### src/design/olir_pkg.sv
// Shared types and constants for the ordered list insert/remove unit.
package olir_pkg;

  localparam int CAPACITY = 64;
  localparam int ADDR_W   = $clog2(CAPACITY);
  localparam int CNT_W    = 7;
  localparam int DATA_W   = 32;

  typedef enum logic [1:0] {
    OP_INSERT = 2'd0,
    OP_REMOVE = 2'd1,
    OP_GET    = 2'd2,
    OP_LOCATE = 2'd3
  } op_t;

  typedef enum logic [2:0] {
    S_IDLE,
    S_CHECK,
    S_FETCH,
    S_GRAB,
    S_SHIFT,
    S_PUT,
    S_SCAN,
    S_DONE
  } state_t;

  typedef struct packed {
    logic load;
    logic rd;
    logic move;
    logic take;
    logic found;
    logic put;
    logic dec;
    logic publish;
  } cmd_t;

  typedef struct packed {
    op_t  op;
    logic pos_ok;
    logic more;
    logic hit;
    logic out_busy;
  } sts_t;

endpackage

### src/design/olir_if.sv
// Request and result channel interfaces of the ordered list unit.
interface olir_req_if;
  import olir_pkg::*;
  logic                     valid;
  logic                     ready;
  logic [1:0]               operation;
  logic [CNT_W-1:0]         position;
  logic signed [DATA_W-1:0] value_in;

  modport source (output valid, operation, position, value_in, input ready);
  modport sink   (input valid, operation, position, value_in, output ready);
endinterface

interface olir_rsp_if;
  import olir_pkg::*;
  logic                     valid;
  logic                     ready;
  logic                     ok;
  logic signed [DATA_W-1:0] value_out;
  logic signed [CNT_W-1:0]  found_index;
  logic [CNT_W-1:0]         entry_count;

  modport source (output valid, ok, value_out, found_index, entry_count, input ready);
  modport sink   (input valid, ok, value_out, found_index, entry_count, output ready);
endinterface

### src/design/olir_ctrl.sv
// Controller state machine that sequences each list request.
module olir_ctrl import olir_pkg::*; (
  input  logic clk,
  input  logic rst_n,
  input  logic in_valid,
  output logic in_ready,
  input  sts_t sts,
  output cmd_t cmd
);

  state_t state_r, state_nxt;

  always_ff @(posedge clk) begin
    if (!rst_n) begin
      state_r <= S_IDLE;
    end else begin
      state_r <= state_nxt;
    end
  end

  always_comb begin
    state_nxt = state_r;
    case (state_r)
      S_IDLE: begin
        if (in_valid) state_nxt = S_CHECK;
      end
      S_CHECK: begin
        if (!sts.pos_ok) begin
          state_nxt = S_DONE;
        end else begin
          case (sts.op)
            OP_INSERT: state_nxt = sts.more ? S_SHIFT : S_PUT;
            OP_REMOVE: state_nxt = S_FETCH;
            OP_GET:    state_nxt = S_FETCH;
            OP_LOCATE: state_nxt = S_SCAN;
            default:   state_nxt = S_DONE;
          endcase
        end
      end
      S_FETCH: state_nxt = S_GRAB;
      S_GRAB: begin
        state_nxt = (sts.op == OP_REMOVE && sts.more) ? S_SHIFT : S_DONE;
      end
      S_SHIFT: begin
        if (!sts.more) state_nxt = (sts.op == OP_INSERT) ? S_PUT : S_DONE;
      end
      S_PUT: state_nxt = S_DONE;
      S_SCAN: begin
        if (sts.hit || !sts.more) state_nxt = S_DONE;
      end
      S_DONE: begin
        if (!sts.out_busy) state_nxt = S_IDLE;
      end
      default: state_nxt = S_IDLE;
    endcase
  end

  always_comb begin
    cmd      = '0;
    in_ready = 1'b0;
    case (state_r)
      S_IDLE: begin
        in_ready = 1'b1;
        cmd.load = in_valid;
      end
      S_CHECK: ;
      S_FETCH: cmd.rd = 1'b1;
      S_GRAB: begin
        cmd.take = 1'b1;
        cmd.dec  = (sts.op == OP_REMOVE) && !sts.more;
      end
      S_SHIFT: begin
        cmd.move = 1'b1;
        cmd.rd   = sts.more;
        cmd.dec  = !sts.more && (sts.op == OP_REMOVE);
      end
      S_PUT: cmd.put = 1'b1;
      S_SCAN: begin
        cmd.found = sts.hit;
        cmd.rd    = !sts.hit && sts.more;
      end
      S_DONE: cmd.publish = !sts.out_busy;
      default: ;
    endcase
  end

endmodule

### src/design/olir_datapath.sv
// Datapath with the entry memory, count, pointer and result registers.
module olir_datapath import olir_pkg::*; (
  input  logic                     clk,
  input  logic                     rst_n,
  input  cmd_t                     cmd,
  output sts_t                     sts,
  input  logic [1:0]               in_operation,
  input  logic [CNT_W-1:0]         in_position,
  input  logic signed [DATA_W-1:0] in_value_in,
  input  logic                     out_ready,
  output logic                     out_valid,
  output logic                     out_ok,
  output logic signed [DATA_W-1:0] out_value_out,
  output logic signed [CNT_W-1:0]  out_found_index,
  output logic [CNT_W-1:0]         out_entry_count
);

  logic [DATA_W-1:0] mem [CAPACITY];

  op_t                     op_r;
  logic [CNT_W-1:0]        pos_r;
  logic [DATA_W-1:0]       val_r;
  logic [CNT_W-1:0]        cnt_r, cnt_nxt;
  logic [CNT_W-1:0]        ptr_r, ptr_nxt;
  logic [DATA_W-1:0]       rdata_r;
  logic [ADDR_W-1:0]       raddr_r;
  logic                    rvalid_r;
  logic                    ok_r, ok_nxt;
  logic [DATA_W-1:0]       vout_r, vout_nxt;
  logic signed [CNT_W-1:0] fidx_r, fidx_nxt;
  logic                    out_valid_r, out_valid_nxt;
  logic                    out_ok_r;
  logic [DATA_W-1:0]       out_vout_r;
  logic signed [CNT_W-1:0] out_fidx_r;
  logic [CNT_W-1:0]        out_cnt_r;

  logic              wr_en;
  logic [ADDR_W-1:0] wr_addr;
  logic [DATA_W-1:0] wr_data;
  logic [CNT_W-1:0]  loc;

  assign loc = pos_r - CNT_W'(1);

  // A shift step writes the word read in the previous cycle to its neighbor.
  always_comb begin
    wr_en   = (cmd.move && rvalid_r) || cmd.put;
    wr_data = cmd.put ? val_r : rdata_r;
    if (cmd.put) begin
      wr_addr = loc[ADDR_W-1:0];
    end else if (op_r == OP_INSERT) begin
      wr_addr = raddr_r + ADDR_W'(1);
    end else begin
      wr_addr = raddr_r - ADDR_W'(1);
    end
  end

  always_ff @(posedge clk) begin
    if (wr_en) mem[wr_addr] <= wr_data;
    if (cmd.rd) begin
      rdata_r <= mem[ptr_r[ADDR_W-1:0]];
      raddr_r <= ptr_r[ADDR_W-1:0];
    end
  end

  always_comb begin
    sts.op       = op_r;
    sts.hit      = rvalid_r && (rdata_r == val_r);
    sts.out_busy = out_valid_r && !out_ready;
    case (op_r)
      OP_INSERT: begin
        sts.pos_ok = (cnt_r < CNT_W'(CAPACITY)) && (pos_r != '0)
                     && (pos_r <= cnt_r + CNT_W'(1));
        sts.more   = ptr_r != (pos_r - CNT_W'(2));
      end
      OP_LOCATE: begin
        sts.pos_ok = cnt_r != '0;
        sts.more   = ptr_r < cnt_r;
      end
      default: begin
        sts.pos_ok = (pos_r != '0) && (pos_r <= cnt_r);
        sts.more   = ptr_r < cnt_r;
      end
    endcase
  end

  always_comb begin
    ptr_nxt = ptr_r;
    if (cmd.load) begin
      case (op_t'(in_operation))
        OP_INSERT: ptr_nxt = cnt_r - CNT_W'(1);
        OP_LOCATE: ptr_nxt = '0;
        default:   ptr_nxt = in_position - CNT_W'(1);
      endcase
    end else if (cmd.rd) begin
      ptr_nxt = (op_r == OP_INSERT) ? ptr_r - CNT_W'(1) : ptr_r + CNT_W'(1);
    end
  end

  always_comb begin
    cnt_nxt  = cnt_r;
    ok_nxt   = ok_r;
    vout_nxt = vout_r;
    fidx_nxt = fidx_r;
    if (cmd.load) begin
      ok_nxt   = 1'b0;
      vout_nxt = '0;
      fidx_nxt = '1;
    end
    if (cmd.take) begin
      ok_nxt   = 1'b1;
      vout_nxt = rdata_r;
    end
    if (cmd.found) begin
      ok_nxt   = 1'b1;
      fidx_nxt = CNT_W'(raddr_r);
    end
    if (cmd.put) begin
      ok_nxt  = 1'b1;
      cnt_nxt = cnt_r + CNT_W'(1);
    end
    if (cmd.dec) cnt_nxt = cnt_r - CNT_W'(1);
  end

  always_comb begin
    out_valid_nxt = out_valid_r;
    if (cmd.publish) begin
      out_valid_nxt = 1'b1;
    end else if (out_ready) begin
      out_valid_nxt = 1'b0;
    end
  end

  always_ff @(posedge clk) begin
    if (!rst_n) begin
      cnt_r       <= '0;
      rvalid_r    <= 1'b0;
      out_valid_r <= 1'b0;
    end else begin
      cnt_r       <= cnt_nxt;
      rvalid_r    <= cmd.rd;
      out_valid_r <= out_valid_nxt;
    end
  end

  always_ff @(posedge clk) begin
    ptr_r  <= ptr_nxt;
    ok_r   <= ok_nxt;
    vout_r <= vout_nxt;
    fidx_r <= fidx_nxt;
    if (cmd.load) begin
      op_r  <= op_t'(in_operation);
      pos_r <= in_position;
      val_r <= in_value_in;
    end
    if (cmd.publish) begin
      out_ok_r   <= ok_r;
      out_vout_r <= vout_r;
      out_fidx_r <= fidx_r;
      out_cnt_r  <= cnt_r;
    end
  end

  assign out_valid       = out_valid_r;
  assign out_ok          = out_ok_r;
  assign out_value_out   = out_vout_r;
  assign out_found_index = out_fidx_r;
  assign out_entry_count = out_cnt_r;

endmodule

### src/design/ordered_list_insert_remove_unit.sv
// Top level of the ordered list unit: controller plus datapath.
//
//  Channel  Direction  Handshake     Payload
//  in_ch    sink       valid/ready   operation, position, value_in
//  out_ch   source     valid/ready   ok, value_out, found_index, entry_count
//
// One request is in work at a time, from its accepting cycle through the cycle
// that publishes its result.
// Insert, remove and locate move or compare one entry per cycle through the
// single read and single write port of the entry memory.
// Reset clears the entry count; entry contents are not cleared.
// A finished result waits in an output register, so a new request is taken
// while it stalls; the next result is held back until that one leaves.
module ordered_list_insert_remove_unit import olir_pkg::*; (
  input logic        clk,
  input logic        rst_n,
  olir_req_if.sink   in_ch,
  olir_rsp_if.source out_ch
);

  cmd_t cmd;
  sts_t sts;

  olir_ctrl u_ctrl (
    .clk      (clk),
    .rst_n    (rst_n),
    .in_valid (in_ch.valid),
    .in_ready (in_ch.ready),
    .sts      (sts),
    .cmd      (cmd)
  );

  olir_datapath u_datapath (
    .clk             (clk),
    .rst_n           (rst_n),
    .cmd             (cmd),
    .sts             (sts),
    .in_operation    (in_ch.operation),
    .in_position     (in_ch.position),
    .in_value_in     (in_ch.value_in),
    .out_ready       (out_ch.ready),
    .out_valid       (out_ch.valid),
    .out_ok          (out_ch.ok),
    .out_value_out   (out_ch.value_out),
    .out_found_index (out_ch.found_index),
    .out_entry_count (out_ch.entry_count)
  );

endmodule
### src/flat_wrapper.sv
// flat-port wrapper written by rule: the top's interface ports become plain ports
module ordered_list_insert_remove_unit_flat import olir_pkg::*;
  (clk, rst_n, in_ch_valid, in_ch_operation, in_ch_position, in_ch_value_in, in_ch_ready, out_ch_valid, out_ch_ok, out_ch_value_out, out_ch_found_index, out_ch_entry_count, out_ch_ready);
  olir_req_if in_ch_i ();
  olir_rsp_if out_ch_i ();
  input logic clk;
  input logic rst_n;
  input wire logic [$bits(in_ch_i.valid)-1:0] in_ch_valid;
  input wire logic [$bits(in_ch_i.operation)-1:0] in_ch_operation;
  input wire logic [$bits(in_ch_i.position)-1:0] in_ch_position;
  input wire logic [$bits(in_ch_i.value_in)-1:0] in_ch_value_in;
  output wire logic [$bits(in_ch_i.ready)-1:0] in_ch_ready;
  output wire logic [$bits(out_ch_i.valid)-1:0] out_ch_valid;
  output wire logic [$bits(out_ch_i.ok)-1:0] out_ch_ok;
  output wire logic [$bits(out_ch_i.value_out)-1:0] out_ch_value_out;
  output wire logic [$bits(out_ch_i.found_index)-1:0] out_ch_found_index;
  output wire logic [$bits(out_ch_i.entry_count)-1:0] out_ch_entry_count;
  input wire logic [$bits(out_ch_i.ready)-1:0] out_ch_ready;
  assign in_ch_i.valid = in_ch_valid;
  assign in_ch_i.operation = in_ch_operation;
  assign in_ch_i.position = in_ch_position;
  assign in_ch_i.value_in = in_ch_value_in;
  assign in_ch_ready = in_ch_i.ready;
  assign out_ch_valid = out_ch_i.valid;
  assign out_ch_ok = out_ch_i.ok;
  assign out_ch_value_out = out_ch_i.value_out;
  assign out_ch_found_index = out_ch_i.found_index;
  assign out_ch_entry_count = out_ch_i.entry_count;
  assign out_ch_i.ready = out_ch_ready;
  ordered_list_insert_remove_unit u_core (.clk(clk), .rst_n(rst_n), .in_ch(in_ch_i), .out_ch(out_ch_i));
endmodule
### config.mk
export PLATFORM = sky130hd
export DESIGN_NAME = ordered_list_insert_remove_unit_flat
export DESIGN_NICKNAME = d
export VERILOG_FILES = /design/src/design/olir_pkg.sv /design/src/design/olir_if.sv /design/src/design/olir_ctrl.sv /design/src/design/olir_datapath.sv /design/src/design/ordered_list_insert_remove_unit.sv /design/src/flat_wrapper.sv
export SDC_FILE = /design/constraint.sdc
export NUM_CORES = 2
export LEC_CHECK = 0
export BUFFER_PORTS_ARGS = -buffer_cell sky130_fd_sc_hd__buf_4
export CORE_UTILIZATION = 57
export CTS_CLUSTER_SIZE = 14
export DETAILED_ROUTE_END_ITERATION = 6
export PLACE_DENSITY = 0.76
export SYNTH_ARGS = -nofsm -noshare
export SYNTH_HDL_FRONTEND = slang
export SYNTH_SLANG_ARGS = --single-unit
### constraint.sdc
create_clock -name clk -period 6 [get_ports clk]
set_clock_uncertainty 0.1 [all_clocks]
set_input_delay 1.2 -clock clk [delete_from_list [all_inputs] [get_ports clk]]
set_output_delay 1.2 -clock clk [all_outputs]
set_load 0.02 [all_outputs]
==> out/metrics.cfg <==
[worst_hold_path]
hold_path.class = reg2reg

[critical_path]
crit_chain = inv_1 > ha_1 > inv_1 > ha_1 > a21o_1 > a21oi_1 > o21ai_0 > a21oi_1 > xnor2_1 > o21a_1 > buf_4 > nor4_2 > buf_4
required_ps = 6340
path_max_fanout = 32
startpoint_type = register
worstSetupPathType = reg2reg
critPathSlowestCell = buf_4
r2r_slack_ps = 1160
arrival_ps = 5180
slowest_delay_ps = 570
end_kind = register

[clock_tree]
cts_resized = 0
cts_post_setup_buffers_inserted = 0
clk_path_buf_depth = 3
cts_tree = built
cts-htree-levels = 4
ctsRootBufferMaster = clkbuf_16
cts.sinks = 2233
clk_pin_slew_ps = 70
cts-buffers-inserted = 209
clk_latency_ps = 840
hold_buffers = 0

[placed_design]
gp_congestion = 0.9198
place.detailed.hpwl_mm = 126.6
portBuffers = 93
dp_cells = 5766

[logic_synthesis]
async_flop_share_pct = 0
syn_area_per_cell_sq_um = 23.38
synthCells = 3700
synth.distinct_cells = 59
synth_edf_count = 2219
ys.flop_type = edfxtp_1
yosys_warnings = 0
ys_ff_latch = 2233
synth.net_count = 3788
syn-cell-area_sq_mm = 0.08649
ys_seq_area_share_pct = 77.37

[floorplanning]
die_w_um = 391.5
start_util_pct = 57.61
die_area_sq_mm = 0.1533
row_count = 142
fp.dieH_um = 391.5
coreArea_sq_mm = 0.1501
io_pins = 94

[sta]
setup_violations = 0
min_period_ps = 4843
period_share_pct = 80.72
timing.fmax_ghz = 0.2065
holdWs_ps = 305.1
hold_viol = 0
rsz0062_at_grt = false
worst_pin_slew_ps = 1468
drv_slew = 0
slew_headroom_pct = 2.166
tns_ps = 0

[route]
drtPass1Iterations = 7
wirelength_mm = 225.5
ant_nets = 0
via_per_inst = 6.859
dr.first_iter.drc_count = 6394
wire_per_inst_um = 36.63
drcViolationCount = 1
num_vias = 42230

[pwr]
swShare_pct = 33.50
max-vdd-ir-drop_mv = 0.4506
power_leakage_nw = 30.65
p_comb_share_pct = 32.5
power.total_mw = 50.66
pwr-share-clk_pct = 26.1
p_per_area_mw_per_mm2 = 519.0
seqPwrFrac_pct = 41.3
p_int_mw = 33.69
p_switching_mw = 16.97

[global_route]
antenna_found_initial = 18
grt_overflow = 0
first_global_vias = 42030
grt_pass1_wl_mm = 318.0
grt_usage_pct = 29.96
grt_max_degree = 91

[layout]
final_common_cell = edfxtp_1
area_delta_synth_final_pct = 12.85
mostFrequentLayoutCells = edfxtp_1 (2219), mux4_2 (664), buf_4 (218)
stdcell_count = 6156
drive_gt1_share_pct = 31.04
fin_util_pct = 65.01
final_nets = 4049

[job]
drv_cap = 0

[run_status]
violations = DRC
status = finished with violations

==> sequential cells by signal (all words and copies together), names as in the netlist, 2 cells and up <==
| name | flops |
|---|---|
| u_core.u_datapath.val_r | 32 |
| u_core.u_datapath.mem | 2048 |
| u_core.u_datapath.raddr_r | 6 |
| u_core.u_datapath.out_found_index | 7 |
| u_core.u_datapath.rdata_r | 32 |
| u_core.u_datapath.out_entry_count | 7 |
| u_core.u_datapath.ptr_r | 7 |
| u_core.u_datapath.op_r | 2 |
| u_core.u_datapath.fidx_r | 7 |
| u_core.u_ctrl.state_r | 3 |
| u_core.u_datapath.pos_r | 7 |
| u_core.u_datapath.out_value_out | 32 |
| u_core.u_datapath.cnt_r | 7 |
| u_core.u_datapath.vout_r | 32 |
==> routing by layer <==
layer	global-route usage, %	wire [um]	share of wire, %
met5	0	167	0.074
met4	12.13	9943	4.4
met3	7.020	26410	12
met2	47.86	110700	49
met1	40.30	78320	35
==> area by class of cell <==
type / instances / area (sq um)
Antenna cell: 4 / 10.01
Clock buffer: 251 / 5430
Clock inverter: 135 / 1405
Fill cell: 9043 / 52520
Inverter: 31 / 116.4
Multi-Input combinational cell: 1248 / 19170
Sequential cell: 2233 / 66910
Tap cell: 2016 / 2522
Timing Repair Buffer: 238 / 2037
==> cell families (layout without fill, tap and decap cells) <==
family / after synthesis / count (layout) / synth area share (%)
flip-flops: 2233 / 2233 / 77.37
multiplexers: 684 / 684 / 17.53
AND/OR/NAND/NOR: 337 / 337 / 1.816
buffers and inverters: 219 / 655 / 1.081
AO/OA/AOI/OAI: 117 / 117 / 0.8853
XOR/XNOR: 67 / 67 / 0.6785
adder cells (fa/ha/maj): 43 / 43 / 0.6394
other: 0 / 4 / 0
==> path summary, 6_finish.rpt <==
check                                              from                                            end  depth (start not counted)
max                 u_core.u_datapath.op_r[0]$_DFFE_PP_        u_core.u_datapath.mem[62][11]$_DFFE_PP_                         13
min          u_core.u_datapath.vout_r[26]$_SDFFCE_PN0P_  u_core.u_datapath.out_value_out[26]$_DFFE_PP_                          0
max reg2reg         u_core.u_datapath.op_r[0]$_DFFE_PP_        u_core.u_datapath.mem[62][11]$_DFFE_PP_                         13
min reg2reg  u_core.u_datapath.vout_r[26]$_SDFFCE_PN0P_  u_core.u_datapath.out_value_out[26]$_DFFE_PP_                          0
==> power by group through the flow <==
stage	combinational (mW)	sequential, mW	clock, mW
final	16.5	20.9	13.2
after global routing	17.0	20.9	13.9
after CTS	16.4	20.9	13.3
after detailed placement	16.1	21.2	0
after global placement	15.8	21.2	0
after floorplan	9.52	21.0	0
==> critical path, delay by kind of cell, from the launching register on <==
family	cells	cell delay [ps]
buffers and inverters	4	1350
xor gates and xnor gates	1	200
AOI/OAI and AO/OA	5	1180
DFF	1	420
and+or+nand+nor	1	350
adders and majority gates	2	800
==> synthesized netlist by cell type (6+ instances only) <==
cell | instances | area, sq um
nand3_1 | 13 | 65.06
buf_4 | 10 | 75.07
ha_1 | 41 | 513.0
nand2_1 | 134 | 503.0
inv_1 | 30 | 112.6
xnor2_1 | 52 | 455.4
a21o_1 | 6 | 45.04
o21a_1 | 6 | 45.04
nand4_1 | 11 | 68.82
nor2_1 | 60 | 225.2
dfxtp_1 | 14 | 280.3
nor3_1 | 43 | 215.2
nor2b_1 | 7 | 43.79
mux2i_1 | 11 | 110.1
nor4_1 | 12 | 75.07
xor2_1 | 15 | 131.4
edfxtp_1 | 2219 | 66630
a21oi_1 | 37 | 185.2
nand3b_1 | 6 | 45.04
o211ai_1 | 7 | 52.55
nand2b_1 | 8 | 50.05
clkbuf_1 | 104 | 390.4
mux2_2 | 9 | 101.4
mux4_2 | 664 | 14950
and3_1 | 34 | 212.7
o21ai_0 | 21 | 105.1
buf_2 | 48 | 240.2
buf_1 | 24 | 90.09
==> metrics by stage <==
step / worst slack (ps) / instance area, sq um
2_1_floorplan: -252.5 / 86490
3_3_place_gp: 1457 / 90760
3_5_place_dp: 1364 / 90760
4_1_cts: 1257 / 97600
5_1_grt: 843.1 / 97600
6_report: 1157 / 97610
No activity file was read; power rests on OpenSTA's default activity.
